File: config.mk
export PLATFORM = sky130hd
export DESIGN_NAME = bad_pixel_row_interpolator_flat
export DESIGN_NICKNAME = d
export VERILOG_FILES = /design/src/rtl/core/bpri_pkg.sv /design/src/rtl/core/bpri_if.sv /design/src/rtl/core/bpri_front.sv /design/src/rtl/core/bpri_queue.sv /design/src/rtl/core/bpri_back.sv /design/src/rtl/core/bad_pixel_row_interpolator.sv /design/src/flat_wrapper.sv
export SDC_FILE = /design/constraint.sdc
export NUM_CORES = 1
export LEC_CHECK = 0
export BUFFER_PORTS_ARGS = -buffer_cell sky130_fd_sc_hd__buf_2
export CORE_ASPECT_RATIO = 0.7
export CORE_MARGIN = 2
export CORE_UTILIZATION = 51
export CTS_CLUSTER_DIAMETER = 50
export DETAILED_ROUTE_END_ITERATION = 6
export PLACE_DENSITY = 0.75
export SYNTH_ARGS = -nofsm -noshare
export SYNTH_HDL_FRONTEND = slang
export SYNTH_SLANG_ARGS = --single-unit
File: constraint.sdc
create_clock -name clk -period 4.5 [get_ports clk]
set_input_delay 1.125 -clock clk [delete_from_list [all_inputs] [get_ports clk]]
set_output_delay 1.125 -clock clk [all_outputs]
set_load 0.01 [all_outputs]
File: src/rtl/core/bpri_pkg.sv
`timescale 1ns / 1ps
// ----------------------------------------------------------------------------
// bpri_pkg
// Constants and the command format shared by the front end, the command
// queue and the back end of the bad pixel row interpolator.
// ----------------------------------------------------------------------------
package bpri_pkg;

  localparam int MAX_RUN     = 63;
  localparam int PIXEL_BITS  = 16;
  localparam int PIX_W       = 16;
  localparam int RUN_W       = $clog2(MAX_RUN + 1);
  localparam int IDX_W       = (MAX_RUN > 1) ? $clog2(MAX_RUN) : 1;
  localparam int QUEUE_DEPTH = 4;
  localparam int QPTR_W      = $clog2(QUEUE_DEPTH);
  localparam int QCNT_W      = $clog2(QUEUE_DEPTH + 1);

  localparam logic [PIX_W-1:0] PIX_MASK = PIX_W'((33'd1 << PIXEL_BITS) - 33'd1);
  localparam logic [RUN_W-1:0] RUN_FULL = RUN_W'(MAX_RUN);

  // One classified pixel. For a bad pixel run_len is the run store slot it
  // goes to; for a good pixel it is the number of held pixels it closes.
  typedef struct packed {
    logic [PIX_W-1:0] pix;
    logic             bad;
    logic             le;
    logic             ovf;
    logic [RUN_W-1:0] run_len;
    logic             left_valid;
    logic [PIX_W-1:0] left_value;
    logic [PIX_W-1:0] close_value;
  } cmd_t;

endpackage

File: src/rtl/core/bpri_if.sv
`timescale 1ns / 1ps
// ----------------------------------------------------------------------------
// bpri_if
// Valid/ready channels of the bad pixel row interpolator: pixel input,
// result output and the configuration write channel.
// ----------------------------------------------------------------------------
interface bpri_pix_if;
  logic                      valid;
  logic                      ready;
  logic [bpri_pkg::PIX_W-1:0] pixel_value;
  logic                      pixel_bad;
  logic                      line_end;

  modport source (output valid, pixel_value, pixel_bad, line_end, input ready);
  modport sink   (input valid, pixel_value, pixel_bad, line_end, output ready);
endinterface

interface bpri_res_if;
  logic                      valid;
  logic                      ready;
  logic [bpri_pkg::PIX_W-1:0] out_value;
  logic                      was_replaced;
  logic                      out_line_end;
  logic                      run_overflow;

  modport source (output valid, out_value, was_replaced, out_line_end, run_overflow,
                  input ready);
  modport sink   (input valid, out_value, was_replaced, out_line_end, run_overflow,
                  output ready);
endinterface

interface bpri_cfg_if;
  logic valid;
  logic ready;
  logic correction_enable;

  modport source (output valid, correction_enable, input ready);
  modport sink   (input valid, correction_enable, output ready);
endinterface

File: src/rtl/core/bpri_front.sv
`timescale 1ns / 1ps
// ----------------------------------------------------------------------------
// bpri_front
// Accepts pixels, tracks the left neighbour and the run length, and turns
// each pixel into one command for the back end.
// ----------------------------------------------------------------------------
module bpri_front (
  input  logic                 clk,
  input  logic                 rst,
  bpri_pix_if.sink             pix_in,
  bpri_cfg_if.sink             cfg,
  input  logic                 q_ready,
  output logic                 push,
  output bpri_pkg::cmd_t       push_cmd
);

  logic                          enable;
  logic [bpri_pkg::PIX_W-1:0]    left_value;
  logic                          left_valid;
  logic [bpri_pkg::RUN_W-1:0]    run_length;

  logic [bpri_pkg::PIX_W-1:0]    pix;
  logic                          bad;
  logic                          ovf;
  logic [bpri_pkg::RUN_W-1:0]    slot;
  logic [bpri_pkg::PIX_W:0]      sum;

  assign cfg.ready    = 1'b1;
  assign pix_in.ready = q_ready;
  assign push         = pix_in.valid & q_ready;

  assign pix  = pix_in.pixel_value & bpri_pkg::PIX_MASK;
  assign bad  = pix_in.pixel_bad & enable;
  assign ovf  = bad && (run_length == bpri_pkg::RUN_FULL);
  assign slot = ovf ? '0 : run_length;
  assign sum  = {1'b0, left_value} + {1'b0, pix};

  always_comb begin
    push_cmd.pix         = pix;
    push_cmd.bad         = bad;
    push_cmd.le          = pix_in.line_end;
    push_cmd.ovf         = ovf;
    push_cmd.run_len     = bad ? slot : run_length;
    push_cmd.left_valid  = left_valid;
    push_cmd.left_value  = left_value;
    push_cmd.close_value = left_valid ? sum[bpri_pkg::PIX_W:1] : pix;
  end

  always_ff @(posedge clk) begin
    if (rst) begin
      enable     <= 1'b0;
      left_value <= '0;
      left_valid <= 1'b0;
      run_length <= '0;
    end else begin
      if (cfg.valid) begin
        enable <= cfg.correction_enable;
      end
      if (push) begin
        if (!bad) begin
          run_length <= '0;
          left_value <= pix;
          left_valid <= !pix_in.line_end;
        end else if (pix_in.line_end) begin
          // The whole run leaves with this pixel and the row is over.
          run_length <= '0;
          left_value <= '0;
          left_valid <= 1'b0;
        end else begin
          run_length <= slot + bpri_pkg::RUN_W'(1);
        end
      end
    end
  end

endmodule

File: src/rtl/core/bpri_queue.sv
`timescale 1ns / 1ps
// ----------------------------------------------------------------------------
// bpri_queue
// Short command queue between the front end and the back end.
// ----------------------------------------------------------------------------
module bpri_queue (
  input  logic           clk,
  input  logic           rst,
  input  logic           push,
  input  bpri_pkg::cmd_t push_cmd,
  output logic           q_ready,
  input  logic           pop,
  output logic           q_nonempty,
  output bpri_pkg::cmd_t head
);

  bpri_pkg::cmd_t                 entries [bpri_pkg::QUEUE_DEPTH];
  logic [bpri_pkg::QPTR_W-1:0]    wr_ptr;
  logic [bpri_pkg::QPTR_W-1:0]    rd_ptr;
  logic [bpri_pkg::QCNT_W-1:0]    count;
  logic                           do_push;
  logic                           do_pop;

  assign q_ready    = (count != bpri_pkg::QCNT_W'(bpri_pkg::QUEUE_DEPTH));
  assign q_nonempty = (count != '0);
  assign head       = entries[rd_ptr];
  assign do_push    = push & q_ready;
  assign do_pop     = pop & q_nonempty;

  always_ff @(posedge clk) begin
    if (do_push) begin
      entries[wr_ptr] <= push_cmd;
    end
  end

  always_ff @(posedge clk) begin
    if (rst) begin
      wr_ptr <= '0;
      rd_ptr <= '0;
      count  <= '0;
    end else begin
      if (do_push) begin
        wr_ptr <= wr_ptr + bpri_pkg::QPTR_W'(1);
      end
      if (do_pop) begin
        rd_ptr <= rd_ptr + bpri_pkg::QPTR_W'(1);
      end
      if (do_push && !do_pop) begin
        count <= count + bpri_pkg::QCNT_W'(1);
      end else if (do_pop && !do_push) begin
        count <= count - bpri_pkg::QCNT_W'(1);
      end
    end
  end

endmodule

File: src/rtl/core/bpri_back.sv
`timescale 1ns / 1ps
// ----------------------------------------------------------------------------
// bpri_back
// Executes commands: holds bad pixels in the run store, closes runs with
// the neighbour mean, flushes runs at row end or on overflow, and drives
// the registered result channel.
// ----------------------------------------------------------------------------
module bpri_back (
  input  logic           clk,
  input  logic           rst,
  input  logic           q_nonempty,
  input  bpri_pkg::cmd_t head,
  output logic           pop,
  bpri_res_if.source     res_out
);

  typedef enum logic [4:0] {
    S_IDLE       = 5'b00001,
    S_BODY       = 5'b00010,
    S_CLOSE      = 5'b00100,
    S_FINAL      = 5'b01000,
    S_FLUSH_ADDR = 5'b10000
  } state_t;

  // The memory read cycle of a flush without a left neighbour is tracked
  // by a separate flag rather than its own state.
  state_t                         state, state_next;
  logic                           fetched, fetched_next;
  bpri_pkg::cmd_t                 cmd, cmd_next;
  logic [bpri_pkg::IDX_W-1:0]     idx, idx_next;
  logic [bpri_pkg::RUN_W-1:0]     flush_len, flush_len_next;
  logic                           flush_ovf, flush_ovf_next;
  logic                           flush_le, flush_le_next;

  logic [bpri_pkg::PIX_W-1:0]     run_store [bpri_pkg::MAX_RUN];
  logic [bpri_pkg::PIX_W-1:0]     rdata;
  logic                           wr_en;
  logic [bpri_pkg::IDX_W-1:0]     wr_addr;
  logic [bpri_pkg::PIX_W-1:0]     wr_data;

  logic                           o_valid;
  logic [bpri_pkg::PIX_W-1:0]     o_value;
  logic                           o_rep;
  logic                           o_le;
  logic                           o_ovf;

  logic                           can_put;
  logic                           emit;
  logic [bpri_pkg::PIX_W-1:0]     e_value;
  logic                           e_rep;
  logic                           e_le;
  logic                           e_ovf;
  logic                           flush_last;
  logic                           close_last;
  logic                           simple_good;
  logic                           simple_bad;

  assign can_put     = !o_valid || res_out.ready;
  assign flush_last  = (bpri_pkg::RUN_W'(idx) == flush_len - bpri_pkg::RUN_W'(1));
  assign close_last  = (bpri_pkg::RUN_W'(idx) == cmd.run_len - bpri_pkg::RUN_W'(1));
  assign simple_good = !head.bad && (head.run_len == '0);
  assign simple_bad  = head.bad && !head.ovf && !head.le;

  always_comb begin
    state_next     = state;
    fetched_next   = fetched;
    cmd_next       = cmd;
    idx_next       = idx;
    flush_len_next = flush_len;
    flush_ovf_next = flush_ovf;
    flush_le_next  = flush_le;
    pop            = 1'b0;
    wr_en          = 1'b0;
    wr_addr        = head.run_len[bpri_pkg::IDX_W-1:0];
    wr_data        = head.pix;
    emit           = 1'b0;
    e_value        = cmd.pix;
    e_rep          = 1'b0;
    e_le           = 1'b0;
    e_ovf          = 1'b0;

    case (state)
      S_IDLE: begin
        if (q_nonempty) begin
          if (simple_good) begin
            if (can_put) begin
              pop     = 1'b1;
              emit    = 1'b1;
              e_value = head.pix;
              e_le    = head.le;
            end
          end else if (simple_bad) begin
            pop   = 1'b1;
            wr_en = 1'b1;
          end else begin
            pop      = 1'b1;
            cmd_next = head;
            idx_next = '0;
            if (!head.bad) begin
              state_next = S_CLOSE;
            end else if (head.ovf) begin
              flush_len_next = bpri_pkg::RUN_FULL;
              flush_ovf_next = 1'b1;
              flush_le_next  = 1'b0;
              fetched_next   = 1'b0;
              state_next     = S_FLUSH_ADDR;
            end else begin
              state_next = S_BODY;
            end
          end
        end
      end
      S_BODY: begin
        // Store the bad pixel; at row end the run, this pixel included,
        // leaves with the left neighbour only, or unchanged without one.
        wr_en   = 1'b1;
        wr_addr = cmd.run_len[bpri_pkg::IDX_W-1:0];
        wr_data = cmd.pix;
        if (cmd.le) begin
          flush_len_next = cmd.run_len + bpri_pkg::RUN_W'(1);
          flush_ovf_next = 1'b0;
          flush_le_next  = 1'b1;
          fetched_next   = 1'b0;
          idx_next       = '0;
          state_next     = S_FLUSH_ADDR;
        end else begin
          state_next = S_IDLE;
        end
      end
      S_CLOSE: begin
        if (can_put) begin
          emit    = 1'b1;
          e_value = cmd.close_value;
          e_rep   = 1'b1;
          if (close_last) begin
            idx_next   = '0;
            state_next = S_FINAL;
          end else begin
            idx_next = idx + bpri_pkg::IDX_W'(1);
          end
        end
      end
      S_FINAL: begin
        if (can_put) begin
          emit       = 1'b1;
          e_value    = cmd.pix;
          e_le       = cmd.le;
          state_next = S_IDLE;
        end
      end
      S_FLUSH_ADDR: begin
        if (cmd.left_valid || fetched) begin
          if (can_put) begin
            emit         = 1'b1;
            e_value      = cmd.left_valid ? cmd.left_value : rdata;
            e_rep        = cmd.left_valid;
            e_le         = flush_le && flush_last;
            e_ovf        = flush_ovf;
            fetched_next = 1'b0;
            if (flush_last) begin
              idx_next   = '0;
              state_next = flush_ovf ? S_BODY : S_IDLE;
            end else begin
              idx_next = idx + bpri_pkg::IDX_W'(1);
            end
          end
        end else begin
          fetched_next = 1'b1;
        end
      end
      default: begin
        state_next = S_IDLE;
      end
    endcase
  end

  always_ff @(posedge clk) begin
    if (wr_en) begin
      run_store[wr_addr] <= wr_data;
    end
    rdata <= run_store[idx];
  end

  always_ff @(posedge clk) begin
    if (rst) begin
      state   <= S_IDLE;
      fetched <= 1'b0;
      o_valid <= 1'b0;
    end else begin
      state   <= state_next;
      fetched <= fetched_next;
      if (emit) begin
        o_valid <= 1'b1;
      end else if (res_out.ready) begin
        o_valid <= 1'b0;
      end
    end
  end

  always_ff @(posedge clk) begin
    cmd       <= cmd_next;
    idx       <= idx_next;
    flush_len <= flush_len_next;
    flush_ovf <= flush_ovf_next;
    flush_le  <= flush_le_next;
    if (emit) begin
      o_value <= e_value;
      o_rep   <= e_rep;
      o_le    <= e_le;
      o_ovf   <= e_ovf;
    end
  end

  assign res_out.valid        = o_valid;
  assign res_out.out_value    = o_value;
  assign res_out.was_replaced = o_rep;
  assign res_out.out_line_end = o_le;
  assign res_out.run_overflow = o_ovf;

  a_flush_idx_in_run: assert property (@(posedge clk) disable iff (rst)
    (state == S_FLUSH_ADDR) |-> (bpri_pkg::RUN_W'(idx) < flush_len))
    else $error("flush index beyond run length");

  a_no_write_in_flush: assert property (@(posedge clk) disable iff (rst)
    (state == S_FLUSH_ADDR) |-> !wr_en)
    else $error("run store written during a flush");

  a_raw_needs_fetch: assert property (@(posedge clk) disable iff (rst)
    (emit && state == S_FLUSH_ADDR && !cmd.left_valid) |-> $past(fetched_next))
    else $error("raw run pixel emitted without a store read");

  a_ovf_then_store: assert property (@(posedge clk) disable iff (rst)
    (state == S_FLUSH_ADDR && emit && flush_last && flush_ovf) |=> (state == S_BODY))
    else $error("overflow flush not followed by storing the new pixel");

  a_close_is_good: assert property (@(posedge clk) disable iff (rst)
    (state == S_CLOSE) |-> (!cmd.bad && cmd.run_len != '0))
    else $error("run closed by a bad pixel or an empty run");

endmodule

File: src/rtl/core/bad_pixel_row_interpolator.sv
`timescale 1ns / 1ps
// ----------------------------------------------------------------------------
// bad_pixel_row_interpolator
// Replaces bad pixels of a row by the mean of their good neighbours.
// ----------------------------------------------------------------------------
// Channels: pix_in takes pixels in row order with a bad flag and a line end
// mark; res_out gives one result per pixel, in input order; cfg writes the
// correction enable bit, which the user must write only while the block is
// idle; the block itself does not enforce this. A request on pix_in is
// classified by the front end in its cycle of acceptance and queued (four
// entries); the back end turns commands into results through a one-entry
// output register. A good pixel with no held run passes from the queue
// through the output register to res_out. Bad pixels produce nothing until
// a good pixel, a row end or a full run store (63 pixels) releases them.
// Pass-through pixels and bad pixels that start or extend a run, with no
// overflow and no row end, are handled straight from the queue head. A good
// pixel closing a run of N gives N replaced results and then its own. A run
// flushed with a left neighbour gives one result a cycle while res_out is
// ready; without one each result waits for the registered run store read.
// Reset clears the queue, the output register, the run and the left
// neighbour, and disables correction; the run store is not cleared.
// When res_out stalls, the queue fills and pix_in.ready drops.
// ----------------------------------------------------------------------------
module bad_pixel_row_interpolator (
  input  logic       clk,
  input  logic       rst,
  bpri_pix_if.sink   pix_in,
  bpri_cfg_if.sink   cfg,
  bpri_res_if.source res_out
);

  logic           q_ready;
  logic           push;
  bpri_pkg::cmd_t push_cmd;
  logic           pop;
  logic           q_nonempty;
  bpri_pkg::cmd_t head;

  bpri_front u_front (
    .clk      (clk),
    .rst      (rst),
    .pix_in   (pix_in),
    .cfg      (cfg),
    .q_ready  (q_ready),
    .push     (push),
    .push_cmd (push_cmd)
  );

  bpri_queue u_queue (
    .clk        (clk),
    .rst        (rst),
    .push       (push),
    .push_cmd   (push_cmd),
    .q_ready    (q_ready),
    .pop        (pop),
    .q_nonempty (q_nonempty),
    .head       (head)
  );

  bpri_back u_back (
    .clk        (clk),
    .rst        (rst),
    .q_nonempty (q_nonempty),
    .head       (head),
    .pop        (pop),
    .res_out    (res_out)
  );

endmodule

File: src/flat_wrapper.sv
// flat-port wrapper written by rule: the top's interface ports become plain ports
module bad_pixel_row_interpolator_flat 
  (clk, rst, pix_in_valid, pix_in_pixel_value, pix_in_pixel_bad, pix_in_line_end, pix_in_ready, cfg_valid, cfg_correction_enable, cfg_ready, res_out_valid, res_out_out_value, res_out_was_replaced, res_out_out_line_end, res_out_run_overflow, res_out_ready);
  bpri_pix_if pix_in_i ();
  bpri_cfg_if cfg_i ();
  bpri_res_if res_out_i ();
  input  logic clk;
  input  logic rst;
  input wire logic [$bits(pix_in_i.valid)-1:0] pix_in_valid;
  input wire logic [$bits(pix_in_i.pixel_value)-1:0] pix_in_pixel_value;
  input wire logic [$bits(pix_in_i.pixel_bad)-1:0] pix_in_pixel_bad;
  input wire logic [$bits(pix_in_i.line_end)-1:0] pix_in_line_end;
  output wire logic [$bits(pix_in_i.ready)-1:0] pix_in_ready;
  input wire logic [$bits(cfg_i.valid)-1:0] cfg_valid;
  input wire logic [$bits(cfg_i.correction_enable)-1:0] cfg_correction_enable;
  output wire logic [$bits(cfg_i.ready)-1:0] cfg_ready;
  output wire logic [$bits(res_out_i.valid)-1:0] res_out_valid;
  output wire logic [$bits(res_out_i.out_value)-1:0] res_out_out_value;
  output wire logic [$bits(res_out_i.was_replaced)-1:0] res_out_was_replaced;
  output wire logic [$bits(res_out_i.out_line_end)-1:0] res_out_out_line_end;
  output wire logic [$bits(res_out_i.run_overflow)-1:0] res_out_run_overflow;
  input wire logic [$bits(res_out_i.ready)-1:0] res_out_ready;
  assign pix_in_i.valid = pix_in_valid;
  assign pix_in_i.pixel_value = pix_in_pixel_value;
  assign pix_in_i.pixel_bad = pix_in_pixel_bad;
  assign pix_in_i.line_end = pix_in_line_end;
  assign pix_in_ready = pix_in_i.ready;
  assign cfg_i.valid = cfg_valid;
  assign cfg_i.correction_enable = cfg_correction_enable;
  assign cfg_ready = cfg_i.ready;
  assign res_out_valid = res_out_i.valid;
  assign res_out_out_value = res_out_i.out_value;
  assign res_out_was_replaced = res_out_i.was_replaced;
  assign res_out_out_line_end = res_out_i.out_line_end;
  assign res_out_run_overflow = res_out_i.run_overflow;
  assign res_out_i.ready = res_out_ready;
  bad_pixel_row_interpolator u_core (.clk(clk), .rst(rst), .pix_in(pix_in_i), .cfg(cfg_i), .res_out(res_out_i));
endmodule
==> summary.txt <==
Yosys
  • Flip-flop and latch count after synthesis: roughly 1400
  • YS warnings: 0
  • Register area share after synthesis: 75.41%
  • Average footprint of a synthesized cell: approximately 21 sq um
  • EDFF count, synth: ~1300
  • Dominant register cell in the synthesized netlist: edfxtp_1
  • Cell variety after synth: 66
  • Net Count, Synth: approximately 2600
  • Share of synthesized flip-flops with an asynchronous set or reset: 0%
  • Post-Syn Instances: between 2000 and 3000
  • Netlist area before placement: roughly 0.054 sq mm

Timing
  • RSZ-0062 raised after global routing: false
  • Worst-case headroom to the max-slew limit: about 8.3%
  • Final setup violating endpoints: 0
  • Final Skew: around 0.046 ns
  • Endpoints failing hold: 0
  • Minimum clock period: 3.409 ns
  • Max frequency: 293.3 MHz
  • Fin Setup TNS: 0 ns
  • Final period util: approximately 76%
  • Slew at the pin with the worst max-slew slack: approximately 1.4 ns
  • Number of max-slew violations in the final report: 0

Setup path
  • Startpoint type of the worst setup path: flop
  • CP Class: flop to flop
  • Highest-delay cell along the critical path: mux2i_1
  • Reg-to-reg setup timing slack: 1.09 ns
  • Reg-to-Reg End: u_core.u_back.run_store[59][7]
  • Data required time of the critical path: about 5 ns
  • Buffering stage count on the worst path with inverters included: 1
  • Delay of the slowest cell on the worst path: approximately 0.71 ns
  • Arr. time, crit path: roughly 3.8 ns
  • Worst r2r path cells: 6
  • Max FO, Critical Path: 14
  • Endpoint class of the critical path: flop
  • Cell type group with the largest total delay on the critical path: multiplexers
  • Cell chain of the critical path: mux4_2 > mux2i_1 > nand3b_1 > nand2b_1 > nor2_1 > buf_4

Final layout
  • Fraction of layout cells with a size suffix above 1: a little over a quarter
  • Most common library cell in the layout ignoring fill and taps: edfxtp_1
  • Number of filler cells placed in the layout: roughly 7500
  • Diodes inserted: 0
  • Most frequent cells in the layout: edfxtp_1, mux4_2, nor2_1
  • Net count, final: 2781
  • Layout Utilization: 57.41%
  • Area added between synthesis and finish: 11.96%

Hold path
  • Depth of the worst hold-timing path: 2
  • Sink of the worst hold path: u_core.u_front.enable
  • Start point of the worst min-delay path: u_core.u_front.enable
  • Class of the tightest hold or removal check: flop to flop

Route
  • Total number of vias: approximately 27000
  • Length of the first detailed-routing pass in iterations: 6
  • Total Wirelength: approximately 120000 um
  • Remaining DRCs: 0
  • Detailed Route Iter0 Violations: 4319
  • DR WL/cell: roughly 29 um
  • Remaining antenna violation count after routing: 0
  • Via density: roughly 6.4

Floorplanning
  • I/O pin count: 46
  • Core Box Area: around 0.11 sq mm
  • Initial core utilization: roughly half
  • Chip width: 394.4 um
  • Number of rows in the core area: 100
  • Die ar.: around 0.11 sq mm
  • Die boundary height: between 200 and 300 um

CTS
  • Clock input transition at the sequential cells of the worst setup and hold paths: 0.07 ns
  • CTS H-tree lvls: 3
  • # hold bufs at CTS: 0
  • Cells resized by post-CTS repair: 0
  • CTS max path bufs: 3
  • Clock latency on the worst-skew pair: about 0.74 ns
  • Cts bufs inserted: 120
  • Root Buffer Master: clkbuf_16
  • Number of buffers added for setup after CTS: 0
  • TritonCTS clock tree: done
  • CTS sink cnt: approximately 1400

Global routing
  • Global-route wire length before repair: roughly 180000 um
  • Antenna violations before repair: 7
  • All-layer global routing usage: 22.82%
  • Layer with the highest usage after global routing: met1
  • Met3 usage in global routing: 5.152%
  • Largest net degree at the start of global routing: 85
  • GR Overflow Total: 0
  • Met1 usage: 34.95%
  • Fraction of met2 tracks used by global routing: approximately 34%
  • Vias in the first global route: roughly 27000

Placed design
  • Sum of net half-perimeters after detailed placement: around 72000 um
  • Weighted congestion at the end of routability-driven global placement: between 0.8 and 0.9
  • Buffers added on ports: 44

Pwr
  • Peak supply drop: between 500 and 600 uV
  • Leakage component of the power: roughly 19 nW
  • Power per cell area: approximately 630 mW/mm^2

Outcome
  • Run status: complete, no violations

Flow run
  • Max-capacitance violation count: 0
-- registers in the layout (all words and copies together), names as in the netlist, 3 cells and up, named ones only --
signal / count
u_core.u_back.run_store: 1008
u_core.u_queue.count: 3
u_core.u_back.res_out.out_value: 16
u_core.u_back.state: 5
u_core.u_front.run_length: 6
u_core.u_front.left_value: 16
u_core.u_back.idx: 6
u_core.u_queue.entries: 232
u_core.u_back.flush_len: 6
u_core.u_back.cmd: 56
u_core.u_back.rdata: 16
-- cells by family (layout without fill, tap and decap cells) --
family / after synthesis / in the layout / share of synthesized area, %
buffers and inverters: 146 / 402 / 1.200
other: 1 / 1 / 0.006892
AND/OR/NAND/NOR: 364 / 364 / 3.095
adder cells (fa/ha/maj): 27 / 27 / 0.6485
multiplexers: 442 / 442 / 16.85
AO/OA/AOI/OAI: 178 / 178 / 2.162
XOR/XNOR: 39 / 39 / 0.6278
flip-flops: 1385 / 1385 / 75.41
-- final cells by class --
type | count | area, sq um | area share, %
clock buffers | 154 | 3213 | 5.275
clock inverters | 76 | 789.5 | 1.296
inverters | 18 | 67.56 | 0.1109
multi-input cells | 1051 | 12790 | 20.99
flip-flops and latches | 1385 | 41030 | 67.37
well taps | 1428 | 1787 | 2.933
repair buffers | 154 | 1234 | 2.025
-- synth_stat cells (3+ instances only) --
library cell | n | area share [%]
nor3_1 | 9 | 0.083
inv_1 | 17 | 0.12
mux4_2 | 372 | 15
xor2_1 | 17 | 0.27
a22oi_1 | 21 | 0.29
edfxtp_1 | 1329 | 73
a221o_1 | 16 | 0.29
ha_1 | 25 | 0.57
a31o_2 | 4 | 0.064
o21ai_0 | 56 | 0.52
or3_1 | 9 | 0.10
a21oi_1 | 25 | 0.23
mux2i_1 | 59 | 1.1
nand2b_1 | 11 | 0.13
nor3b_1 | 3 | 0.041
mux4_1 | 5 | 0.24
nand3b_1 | 10 | 0.14
o21a_1 | 5 | 0.069
buf_2 | 32 | 0.29
buf_6 | 4 | 0.083
buf_1 | 22 | 0.15
clkbuf_1 | 64 | 0.44
nand4_1 | 4 | 0.046
nor2_1 | 127 | 0.88
xnor2_1 | 22 | 0.35
buf_4 | 5 | 0.069
a21o_1 | 4 | 0.055
and3_1 | 10 | 0.11
nand2_1 | 120 | 0.83
a2111oi_0 | 3 | 0.048
nand3_1 | 23 | 0.21
o22ai_1 | 19 | 0.22
mux2_2 | 6 | 0.12
a211oi_1 | 5 | 0.069
nor2b_1 | 20 | 0.23
and2_1 | 3 | 0.034
dfxtp_1 | 56 | 2.1
-- how the worst max path moves through the flow --
stage | from | end | slack, ns | depth (start not counted)
global route | flop | u_core.u_back.run_store[37][8] | 0.92 | 7
floorplan | flop | u_core.u_back.cmd[0] | 0.28 | 6
global placement | pix_in_pixel_value[1] | u_core.u_queue.entries[2][12] | 0.75 | 9
detailed placement | pix_in_pixel_value[2] | u_core.u_queue.entries[2][9] | 0.66 | 9
finish | flop | u_core.u_back.run_store[59][7] | 1.09 | 6
CTS | flop | u_core.u_back.run_store[37][12] | 1.11 | 7
-- power breakdown --
group | internal [mW] | switching (mW) | leakage, nW | total (mW)
clock network | 5.86 | 4.61 | 1.94 | 10.5
registers | 16.5 | 0.495 | 12.5 | 17.0
logic | 4.36 | 6.62 | 4.94 | 11.0
total | 26.7 | 11.7 | 19.3 | 38.4
-- worst reg2reg max path, cell delays in order (launching register included) --
cell      delay [ns]
dfxtp_4         0.46
mux4_2          0.60
mux2i_1         0.71
nand3b_1        0.24
nand2b_1        0.39
nor2_1          0.32
buf_4           0.33
-- metal layers --
metal,up-vias,wire [um]
li1,11010,-
met5,-,13
met1,14260,50180
met2,1711,56720
met4,2,2498
met3,198,14590
-- through the flow --
stage | instances | total power, mW | setup slack [ns] | cell area (sq um) | hold slack (ns)
2_1_floorplan | 2582 | 24.20 | 0.2830 | 54410 | 0.4445
3_3_place_gp | 4034 | 27.64 | 0.7451 | 56870 | 0.4660
3_5_place_dp | 4034 | 28.08 | 0.6647 | 56870 | 0.4862
4_1_cts | 4264 | 38.49 | 1.114 | 60870 | 0.4964
5_1_grt | 4266 | 39.74 | 0.9153 | 60910 | 0.5186
6_report | 4266 | 38.42 | 1.091 | 60910 | 0.4963
Power figures use the tool's default switching activity.
